<file path="src/assert_macros.svh">
// Assertion helpers for the RTL.
`ifndef ASSERT_MACROS_SVH
`define ASSERT_MACROS_SVH

// Same-cycle implication, disabled while reset is asserted.
`define ASSERT_IMP(label, clk, rst_n, ante, cons) \
	label: assert property (@(posedge clk) disable iff (!rst_n) (ante) |-> (cons)) \
		else $error("assertion failed: same-cycle implication");

// Next-cycle implication, disabled while reset is asserted.
`define ASSERT_NXT(label, clk, rst_n, ante, cons) \
	label: assert property (@(posedge clk) disable iff (!rst_n) (ante) |=> (cons)) \
		else $error("assertion failed: next-cycle implication");

`endif

</file>
<file path="src/rau_pkg.sv">
package rau_pkg;

	// Operation codes
	localparam logic [1:0] FUNC_ADD = 2'd0;
	localparam logic [1:0] FUNC_SUB = 2'd1;
	localparam logic [1:0] FUNC_MUL = 2'd2;
	localparam logic [1:0] FUNC_DIV = 2'd3;

	// Status codes
	localparam logic [1:0] ST_OK   = 2'd0;
	localparam logic [1:0] ST_DIV0 = 2'd1;
	localparam logic [1:0] ST_OVF  = 2'd2;
	localparam logic [1:0] ST_ZDEN = 2'd3;

	typedef struct packed {
		logic [1:0]         func;
		logic signed [31:0] a_num;
		logic signed [31:0] a_den;
		logic signed [31:0] b_num;
		logic signed [31:0] b_den;
	} req_t;

	typedef struct packed {
		logic signed [31:0] res_num;
		logic [30:0]        res_den;
		logic [1:0]         status;
	} rsp_t;

	// Command to the iterative gcd / divide unit
	typedef struct packed {
		logic start;
		logic div;
	} iter_cmd_t;

endpackage

</file>
<file path="src/rau_mul.sv">
module rau_mul #(
	parameter int W = 32
) (
	input  logic           clk,
	input  logic [W-1:0]   a,
	input  logic [W-1:0]   b,
	output logic [2*W-1:0] prod_s1
);

	// Unsigned magnitude product, registered.
	always_ff @(posedge clk) begin
		prod_s1 <= (2*W)'(a) * (2*W)'(b);
	end

endmodule

</file>
<file path="src/rau_iter.sv">
module rau_iter #(
	parameter int PW = 64
) (
	input  logic              clk,
	input  logic              arst_n,
	input  rau_pkg::iter_cmd_t cmd,
	input  logic [PW-1:0]     op_a,
	input  logic [PW-1:0]     op_b,
	output logic              done,
	output logic [PW-1:0]     res
);

	localparam int KW = $clog2(PW);

	logic          busy_q;
	logic          done_q;
	logic          div_q;
	logic [KW-1:0] k_q;
	logic [PW-1:0] u_q;
	logic [PW-1:0] v_q;
	logic [PW-1:0] y_q;
	logic [PW-1:0] g_q;
	logic [PW:0]   sub_a;
	logic [PW:0]   sub_b;
	logic [PW+1:0] diff;
	logic          ge;

	// One shared subtractor: gcd compare-subtract or restoring divide step.
	always_comb begin
		sub_a = div_q ? {u_q, v_q[PW-1]} : {1'b0, u_q};
		sub_b = {1'b0, (div_q ? y_q : v_q)};
		diff  = {1'b0, sub_a} - {1'b0, sub_b};
	end

	assign ge = !diff[PW+1];

	always_ff @(posedge clk or negedge arst_n) begin
		if (!arst_n) begin
			busy_q <= 1'b0;
			done_q <= 1'b0;
			div_q  <= 1'b0;
			k_q    <= '0;
		end else begin
			done_q <= 1'b0;
			if (!busy_q) begin
				if (cmd.start) begin
					busy_q <= 1'b1;
					div_q  <= cmd.div;
					k_q    <= cmd.div ? KW'(PW - 1) : '0;
				end
			end else if (div_q) begin
				if (k_q == '0) begin
					busy_q <= 1'b0;
					done_q <= 1'b1;
				end else begin
					k_q <= k_q - KW'(1);
				end
			end else if (u_q == '0 || v_q == '0) begin
				busy_q <= 1'b0;
				done_q <= 1'b1;
			end else if (!u_q[0] && !v_q[0]) begin
				k_q <= k_q + KW'(1);
			end
		end
	end

	always_ff @(posedge clk) begin
		if (!busy_q) begin
			if (cmd.start) begin
				if (cmd.div) begin
					u_q <= '0;
					v_q <= op_a;
					y_q <= op_b;
				end else begin
					u_q <= op_a;
					v_q <= op_b;
				end
			end
		end else if (div_q) begin
			// remainder in u, dividend shifts out of v while quotient shifts in
			u_q <= ge ? diff[PW-1:0] : sub_a[PW-1:0];
			v_q <= {v_q[PW-2:0], ge};
		end else if (u_q == '0 || v_q == '0) begin
			g_q <= (u_q | v_q) << k_q;
		end else if (!u_q[0] && !v_q[0]) begin
			u_q <= u_q >> 1;
			v_q <= v_q >> 1;
		end else if (!u_q[0]) begin
			u_q <= u_q >> 1;
		end else if (!v_q[0]) begin
			v_q <= v_q >> 1;
		end else if (ge) begin
			u_q <= diff[PW-1:0];
		end else begin
			// swap so the larger odd value is subtracted from next
			u_q <= v_q;
			v_q <= u_q;
		end
	end

	assign done = done_q;
	assign res  = div_q ? v_q : g_q;

endmodule

</file>
<file path="src/rational_arith_unit.sv">
// Exact arithmetic on signed fractions: add, subtract, multiply or divide two
// fractions and return the result in lowest terms with a positive denominator.
//
// Request channel (req_valid / req_ready / req): one word carries the
// operation and both operands. Response channel (rsp_valid / rsp_ready / rsp):
// one word per request carries numerator, denominator and status.
//
// One request is worked on at a time; req_ready is high only while the
// sequencer is idle. A single registered multiplier forms the cross products,
// then one shared subtractor runs a binary gcd and two restoring divisions of
// 2*VALUE_WIDTH steps each. The time from the taken request to response valid
// is data dependent, as the length of the gcd run depends on the operands.
// Zero denominators and divide by zero go from the idle state straight to the
// done state and skip the products, the gcd and the divisions.
//
// Reset clears the sequencer and the response valid. A finished word waits in
// the response register while the receiver stalls; the next request is taken
// as soon as the result has been handed to that register.
`include "assert_macros.svh"

module rational_arith_unit #(
	parameter int VALUE_WIDTH = 32
) (
	input  logic          clk,
	input  logic          arst_n,
	input  logic          req_valid,
	output logic          req_ready,
	input  rau_pkg::req_t req,
	output logic          rsp_valid,
	input  logic          rsp_ready,
	output rau_pkg::rsp_t rsp
);

	import rau_pkg::*;

	localparam int W  = VALUE_WIDTH;
	localparam int PW = 2 * VALUE_WIDTH;

	localparam logic [PW-1:0] LIM    = PW'(1) << (W - 1);
	localparam logic [PW-1:0] LIM_M1 = LIM - PW'(1);

	// Sequencer states
	localparam logic [3:0] S_IDLE      = 4'd0;
	localparam logic [3:0] S_MUL0      = 4'd1;
	localparam logic [3:0] S_MUL1      = 4'd2;
	localparam logic [3:0] S_MUL2      = 4'd3;
	localparam logic [3:0] S_MUL3      = 4'd4;
	localparam logic [3:0] S_ABS       = 4'd5;
	localparam logic [3:0] S_GCD       = 4'd6;
	localparam logic [3:0] S_GCD_WAIT  = 4'd7;
	localparam logic [3:0] S_DIVN      = 4'd8;
	localparam logic [3:0] S_DIVN_WAIT = 4'd9;
	localparam logic [3:0] S_DIVD      = 4'd10;
	localparam logic [3:0] S_DIVD_WAIT = 4'd11;
	localparam logic [3:0] S_FIN       = 4'd12;
	localparam logic [3:0] S_DONE      = 4'd13;

	logic [3:0]    state_q;
	logic [1:0]    func_q;
	logic [W-1:0]  an_mag_q, ad_mag_q, bn_mag_q, bd_mag_q;
	logic          an_neg_q, ad_neg_q, bn_neg_q, bd_neg_q;
	logic [PW:0]   nsig_q;
	logic [PW:0]   tsig_q;
	logic [PW-1:0] dmag_q;
	logic          dneg_q;
	logic [PW-1:0] nmag_q;
	logic          nneg_q;
	logic [PW-1:0] g_q;
	logic [PW-1:0] nq_q;
	logic [PW-1:0] dq_q;
	rsp_t          res_q;
	rsp_t          rsp_q;
	logic          rsp_valid_q;

	// operand decode
	logic [W-1:0]  an_raw, ad_raw, bn_raw, bd_raw;
	logic [W-1:0]  an_mag, ad_mag, bn_mag, bd_mag;
	logic          zden;
	logic          div0;

	// product path
	logic [W-1:0]  mul_a, mul_b;
	logic [PW-1:0] prod_s1;
	logic [PW:0]   prod_ext;
	logic [PW:0]   prod_neg;
	logic          s0, s1, addsub;

	// reduction and result
	logic [PW:0]        nsig_neg;
	logic [PW-1:0]      nsig_abs;
	iter_cmd_t          iter_cmd;
	logic [PW-1:0]      iter_a, iter_b;
	logic               iter_done;
	logic [PW-1:0]      iter_res;
	logic               res_neg;
	logic               ovf;
	logic signed [PW:0] nres_s;
	logic               rsp_load;

	// checker helpers
	logic               rsp_zero;
	logic               iter_wait;

	// Take the low VALUE_WIDTH bits of each field as two's complement.
	assign an_raw = req.a_num[W-1:0];
	assign ad_raw = req.a_den[W-1:0];
	assign bn_raw = req.b_num[W-1:0];
	assign bd_raw = req.b_den[W-1:0];
	assign an_mag = an_raw[W-1] ? -an_raw : an_raw;
	assign ad_mag = ad_raw[W-1] ? -ad_raw : ad_raw;
	assign bn_mag = bn_raw[W-1] ? -bn_raw : bn_raw;
	assign bd_mag = bd_raw[W-1] ? -bd_raw : bd_raw;
	assign zden   = (ad_raw == '0) || (bd_raw == '0);
	assign div0   = (req.func == FUNC_DIV) && (bn_raw == '0);

	// Product order: numerator term first, then the other cross term (add and
	// subtract) or the denominator, then the denominator for add and subtract.
	always_comb begin
		mul_a = ad_mag_q;
		mul_b = bd_mag_q;
		case (state_q)
			S_MUL0: begin
				mul_a = an_mag_q;
				mul_b = (func_q == FUNC_MUL) ? bn_mag_q : bd_mag_q;
			end
			S_MUL1: begin
				mul_a = ad_mag_q;
				mul_b = (func_q == FUNC_MUL) ? bd_mag_q : bn_mag_q;
			end
			default: begin
				mul_a = ad_mag_q;
				mul_b = bd_mag_q;
			end
		endcase
	end

	rau_mul #(
		.W(W)
	) u_mul (
		.clk    (clk),
		.a      (mul_a),
		.b      (mul_b),
		.prod_s1(prod_s1)
	);

	assign addsub   = (func_q == FUNC_ADD) || (func_q == FUNC_SUB);
	assign s0       = an_neg_q ^ ((func_q == FUNC_MUL) ? bn_neg_q : bd_neg_q);
	assign s1       = ad_neg_q ^ ((func_q == FUNC_MUL) ? bd_neg_q : bn_neg_q)
		^ (func_q == FUNC_SUB);
	assign prod_ext = {1'b0, prod_s1};
	assign prod_neg = -prod_ext;

	assign nsig_neg = -nsig_q;
	assign nsig_abs = nsig_q[PW] ? nsig_neg[PW-1:0] : nsig_q[PW-1:0];

	// Drive the gcd / divide unit: gcd(n, d), then n / g, then d / g.
	always_comb begin
		iter_cmd.start = (state_q == S_GCD) || (state_q == S_DIVN) || (state_q == S_DIVD);
		iter_cmd.div   = (state_q != S_GCD);
		iter_a         = (state_q == S_DIVD) ? dmag_q : nmag_q;
		iter_b         = (state_q == S_GCD) ? dmag_q : g_q;
	end

	rau_iter #(
		.PW(PW)
	) u_iter (
		.clk   (clk),
		.arst_n(arst_n),
		.cmd   (iter_cmd),
		.op_a  (iter_a),
		.op_b  (iter_b),
		.done  (iter_done),
		.res   (iter_res)
	);

	// Range check of the reduced fraction; never wrap.
	assign res_neg = nneg_q ^ dneg_q;
	assign ovf     = (dq_q > LIM_M1) || (nq_q > (res_neg ? LIM : LIM_M1));
	assign nres_s  = res_neg ? $signed(-{1'b0, nq_q}) : $signed({1'b0, nq_q});

	assign rsp_load = (state_q == S_DONE) && (!rsp_valid_q || rsp_ready);

	// Sequencer and response valid
	always_ff @(posedge clk or negedge arst_n) begin
		if (!arst_n) begin
			state_q     <= S_IDLE;
			rsp_valid_q <= 1'b0;
		end else begin
			if (rsp_load) begin
				rsp_valid_q <= 1'b1;
			end else if (rsp_ready) begin
				rsp_valid_q <= 1'b0;
			end
			case (state_q)
				S_IDLE: begin
					if (req_valid) begin
						state_q <= (zden || div0) ? S_DONE : S_MUL0;
					end
				end
				S_MUL0: state_q <= S_MUL1;
				S_MUL1: state_q <= S_MUL2;
				S_MUL2: state_q <= addsub ? S_MUL3 : S_ABS;
				S_MUL3: state_q <= S_ABS;
				S_ABS: state_q <= (nsig_q == '0) ? S_DONE : S_GCD;
				S_GCD: state_q <= S_GCD_WAIT;
				S_GCD_WAIT: begin
					if (iter_done) begin
						state_q <= S_DIVN;
					end
				end
				S_DIVN: state_q <= S_DIVN_WAIT;
				S_DIVN_WAIT: begin
					if (iter_done) begin
						state_q <= S_DIVD;
					end
				end
				S_DIVD: state_q <= S_DIVD_WAIT;
				S_DIVD_WAIT: begin
					if (iter_done) begin
						state_q <= S_FIN;
					end
				end
				S_FIN: state_q <= S_DONE;
				S_DONE: begin
					if (rsp_load) begin
						state_q <= S_IDLE;
					end
				end
				default: state_q <= S_IDLE;
			endcase
		end
	end

	// Datapath registers
	always_ff @(posedge clk) begin
		if (rsp_load) begin
			rsp_q <= res_q;
		end
		case (state_q)
			S_IDLE: begin
				if (req_valid) begin
					func_q   <= req.func;
					an_mag_q <= an_mag;
					ad_mag_q <= ad_mag;
					bn_mag_q <= bn_mag;
					bd_mag_q <= bd_mag;
					an_neg_q <= an_raw[W-1];
					ad_neg_q <= ad_raw[W-1];
					bn_neg_q <= bn_raw[W-1];
					bd_neg_q <= bd_raw[W-1];
					// a zero denominator wins over divide by zero
					if (zden) begin
						res_q <= '{res_num: '0, res_den: '0, status: ST_ZDEN};
					end else begin
						res_q <= '{res_num: '0, res_den: '0, status: ST_DIV0};
					end
				end
			end
			S_MUL1: nsig_q <= s0 ? prod_neg : prod_ext;
			S_MUL2: begin
				if (addsub) begin
					tsig_q <= s1 ? prod_neg : prod_ext;
				end else begin
					dmag_q <= prod_s1;
					dneg_q <= s1;
				end
			end
			S_MUL3: begin
				dmag_q <= prod_s1;
				dneg_q <= ad_neg_q ^ bd_neg_q;
				nsig_q <= nsig_q + tsig_q;
			end
			S_ABS: begin
				nmag_q <= nsig_abs;
				nneg_q <= nsig_q[PW];
				// zero result comes out as 0/1
				res_q  <= '{res_num: '0, res_den: 31'd1, status: ST_OK};
			end
			S_GCD_WAIT: begin
				if (iter_done) begin
					g_q <= iter_res;
				end
			end
			S_DIVN_WAIT: begin
				if (iter_done) begin
					nq_q <= iter_res;
				end
			end
			S_DIVD_WAIT: begin
				if (iter_done) begin
					dq_q <= iter_res;
				end
			end
			S_FIN: begin
				if (ovf) begin
					res_q <= '{res_num: '0, res_den: '0, status: ST_OVF};
				end else begin
					res_q <= '{res_num: 32'(nres_s), res_den: 31'(dq_q), status: ST_OK};
				end
			end
			default: ;
		endcase
	end

	assign req_ready = (state_q == S_IDLE);
	assign rsp_valid = rsp_valid_q;
	assign rsp       = rsp_q;

	assign rsp_zero  = (rsp.res_num == '0) && (rsp.res_den == '0);
	assign iter_wait = (state_q == S_GCD_WAIT) || (state_q == S_DIVN_WAIT)
		|| (state_q == S_DIVD_WAIT);

	// Hold off a second word straight after one is taken.
	`ASSERT_NXT(a_busy_after_accept, clk, arst_n, req_valid && req_ready, !req_ready)
	// Error words carry a zero fraction.
	`ASSERT_IMP(a_err_zero, clk, arst_n, rsp_valid && rsp.status != ST_OK, rsp_zero)
	// Good words always carry a nonzero denominator.
	`ASSERT_IMP(a_ok_den, clk, arst_n, rsp_valid && rsp.status == ST_OK, rsp.res_den != '0)
	// The shared unit only finishes while the sequencer waits on it.
	`ASSERT_IMP(a_iter_wait, clk, arst_n, iter_done, iter_wait)

endmodule
</file>
<file path="config.mk">
export PLATFORM = sky130hd
export DESIGN_NAME = rational_arith_unit
export DESIGN_NICKNAME = d
export VERILOG_FILES = /design/src/rau_pkg.sv /design/src/rau_mul.sv /design/src/rau_iter.sv /design/src/rational_arith_unit.sv
export VERILOG_INCLUDE_DIRS = /design/src /design/src/src
export SDC_FILE = /design/constraint.sdc
export NUM_CORES = 2
export LEC_CHECK = 0
export BUFFER_PORTS_ARGS = -buffer_cell sky130_fd_sc_hd__buf_4
export CORE_MARGIN = 1.5
export CORE_UTILIZATION = 65
export CTS_CLUSTER_SIZE = 40
export DETAILED_ROUTE_END_ITERATION = 8
export HOLD_SLACK_MARGIN = 0.12
export PLACE_DENSITY = 0.82
export SYNTH_ARGS = -nofsm -noshare
export SYNTH_HDL_FRONTEND = slang
export SYNTH_SLANG_ARGS = --single-unit
export TNS_END_PERCENT = 20
</file>
<file path="constraint.sdc">
create_clock -name clk -period 12.4 [get_ports clk]
set_input_delay 0.62 -clock clk [delete_from_list [all_inputs] [get_ports clk]]
set_output_delay 0.62 -clock clk [all_outputs]
set_load 0.02 [all_outputs]
</file>
==> results <==
- The flow ran to the end, and the final reports show no timing, DRC or antenna violations.
- The number of DRC violations after detailed-routing iteration 0 is 9767.
- The category of cells accounting for the largest share of critical-path delay is adder cells.
- For this run the aggregate overflow at the end of global routing stands at 0.
- The tightest min-delay check is of the in -> reg type.
- CTS built an H-tree with a depth of 3.
- Setup repair after global routing left no endpoint under its margin.
- Ranked by instance count, the synthesized netlist is headed by 1072 x sky130_fd_sc_hd__nand2_1, 1068 x sky130_fd_sc_hd__inv_1, 972 x sky130_fd_sc_hd__edfxtp_1, 905 x sky130_fd_sc_hd__nor2_1, 899 x sky130_fd_sc_hd__fa_1.
- The post-CTS setup-driven buffer insertion count is 0.
- The detail route stage leaves a number of antenna-violating nets equal to 0.
- The flop-to-flop setup slack is 0.68 ns.
- The via count of the first global-routing pass is 76900.
- The startpoint type of the worst setup path is a register.
- The first-pass GRT wire length is 494000 microns.
- After clock tree synthesis, the repair step resized 0 gates.
- In the final layout, the share of cells above drive strength 1 is 0.0946.
- The mean instance size in the synthesized netlist is 9.92 sq um.
- The most used flip-flop cell after synthesis is sky130_fd_sc_hd__edfxtp_1.
- The floorplan has 138 rows.
- The routed design could run at a clock period as short as 11.72 ns.
- Counting every net in the synthesized netlist gives 10800.
- The root buffer cell chosen for the clock tree is sky130_fd_sc_hd__clkbuf_16.
- The biggest cell delay along the critical path is 1.05 ns.
- The data required time of the critical path is 13.05 ns.
- The routed layout has 76000 vias.
- At the pin with the least slew margin, the transition time is 1.38 ns.
- The number of antenna violations at the first check in global routing is 28.
- The total negative slack is 0 ns.
- For this configuration, the core starts out at a cell density of 0.656.
- In this run the tool buffered the top-level ports with 200 buffer cells.
- The peak clock frequency supported by timing is 0.0854 GHz.
- The top cell type's share of synthesized area is 0.314.
- Counting flops with an async set or reset pin after synthesis yields a share of 0.0133.
- The share of the Yosys chip area taken by registers is 0.332.
- Counting every instance in the synthesized netlist gives 9357.
- The kind of end point of the critical path is a register.
- The I/O pin count is 201.
- After detailed routing, the number of vias per cell comes to 6.67.
- The mapped netlist covers 92800 sq um.
- Yosys instantiated no cell more often than sky130_fd_sc_hd__nand2_1.
- In this run the tightest slew margin relative to its limit is 0.0537.
- The number of synthesis warnings is 0.
- The number of hold violations in the final report was 0.
- At the worst endpoint, the arrival time is 12.37 ns.
- The clock passes through at most 3 buffers.
- The count of buffer and inverter cells on the critical path is 4.
- In the final design database the tool counted 10900 nets.
- In the routed design, unresolved DRC markers number 0.
- Across the routed clock network, the largest skew measured is 0.100 ns.
- The later pin in the worst-skew pair is clocked with a latency of 0.81 ns.
- The floorplan step set the die width to 381 microns.
- The area of the core is 142000 sq um.
- The max-slew violation count came to 0.
- The number of sinks handled by clock tree synthesis is 1050.
- After legalization and detailed placement, the total HPWL measured 256000 microns.
- The final weighted congestion in routability-driven placement is 1.12.
- The highest net fanout along the worst path is 64.
- The number of hold buffers added after cts is 23.
- The filler cells instantiated in the layout total 10400.
- For this run, the number of standard cells in the final layout without fillers is 11400.
- The number of detailed-route iterations in the first pass is 8.
- The number of enable-type register cells in the synthesized netlist is 972.
- The total of flip-flops plus latches after synthesis is 1050.
- The cell that appears most often on the critical path is sky130_fd_sc_hd__fa_1.
- The leading area contributor after synthesis is sky130_fd_sc_hd__edfxtp_1.
- In the final routed layout, each cell accounts on average for 29.7 microns.
- After synthesis, the cell types taking the most area are sky130_fd_sc_hd__edfxtp_1 31%, sky130_fd_sc_hd__fa_1 19%, sky130_fd_sc_hd__ha_1 5.8%.
- Setup violations remaining at the end of the flow were counted as 0.
- The clock tree from TritonCTS is yes.
- After detailed routing, the total wire length is 338000 microns.
- The critical path is of the reg -> reg type.
- For this design, the slowest cell found on the critical path is sky130_fd_sc_hd__mux2i_2.
- The final period utilization is 0.945.
- The total CTS buffers is 109.
- The tool flagged a number of max-cap violations equal to 0.
- The number of placed instances, taps included, is 11100.
- In the global route stage, overall resource usage came out at 0.465.
- The pin count of the biggest net entering global routing is 147.
- The total die area is 145000 sq um.
- The y dimension of the die is 381 microns.
- The clock-pin slew of the registers on the worst-case setup and hold paths is 0.06 ns.
- The area overhead of the layout relative to synthesis is 8.40%.
- The count of different cell masters after synthesis is 87.
## cells in the final DEF (no fill, tap or decap), types with 111 or more instances in the layout
cell type and instances:
sky130_fd_sc_hd__buf_4 378, sky130_fd_sc_hd__a21o_1 140, sky130_fd_sc_hd__xor2_1 171, sky130_fd_sc_hd__nor2_1 896
sky130_fd_sc_hd__fa_1 899, sky130_fd_sc_hd__nor3_1 152, sky130_fd_sc_hd__mux2i_1 372, sky130_fd_sc_hd__clkbuf_16 111
sky130_fd_sc_hd__a21oi_1 471, sky130_fd_sc_hd__mux2_2 208, sky130_fd_sc_hd__nand2_1 1070, sky130_fd_sc_hd__inv_1 1065
sky130_fd_sc_hd__o21ai_0 473, sky130_fd_sc_hd__xnor2_1 352, sky130_fd_sc_hd__edfxtp_1 972, sky130_fd_sc_hd__ha_1 434
## worst paths after layout
path,cells past startpoint,startpoint,to
max,29,state_q[0],u_mul.prod_s1[62]
min reg2reg,0,res_q[5],rsp[5]
min in group asynchronous,2,arst_n,u_iter.k_q[4]
max reg2reg,29,state_q[0],u_mul.prod_s1[62]
min,2,req[55],bn_mag_q[23]
max in group asynchronous,2,arst_n,state_q[0]
## metrics by stage
step / utilization / setup WS, ns / cell area [sq um] / hold WS, ns
2_1_floorplan: - / 2.52 / 92800 / 0.324
3_3_place_gp: 0.683 / 1.14 / 96700 / 0.400
3_5_place_dp: 0.683 / 0.980 / 96700 / 0.405
4_1_cts: 0.710 / 1.02 / 101000 / 0.120
5_1_grt: 0.711 / 0.404 / 101000 / 0.147
6_report: 0.711 / 0.685 / 101000 / 0.144
## logic make-up after synthesis
logic type	after synthesis	share of synthesized area
and+or+nand+nor	2676	0.126
AOI/OAI and AO/OA	1581	0.104
buffers and inverters	1556	0.0635
adders and majority gates	1334	0.252
DFF	1050	0.332
muxes	632	0.0722
xor gates and xnor gates	528	0.0498
## metal layers
layer / GRT usage / vias to the layer above / routed length [microns]
met5: 0.000331 / - / 129
met4: 0.411 / 18 / 38600
met3: 0.119 / 1687 / 40000
met2: 0.725 / 5585 / 151000
met1: 0.532 / 36800 / 109000
li1: - / 31900 / -
## sequential cells by signal, summed over array words and instances, names as in the netlist, 65 cells and up
name    flops
nsig_q     65
res_q      65
rsp        65
tsig_q     65
## area by class of cell
class                           count  area (sq um)  area share
Multi-Input combinational cell   6751         56600       0.562
Sequential cell                  1050         30800       0.306
Inverter                         1071          4020      0.0399
Timing Repair Buffer              403          3110      0.0309
Clock buffer                      134          2920      0.0291
Tap cell                         1890          2360      0.0235
Clock inverter                     67           758     0.00753
Antenna cell                       22          55.1    0.000547
Power is not shown: default switching activity piles up to over one toggle a cycle in this logic, so the estimate is an artifact.
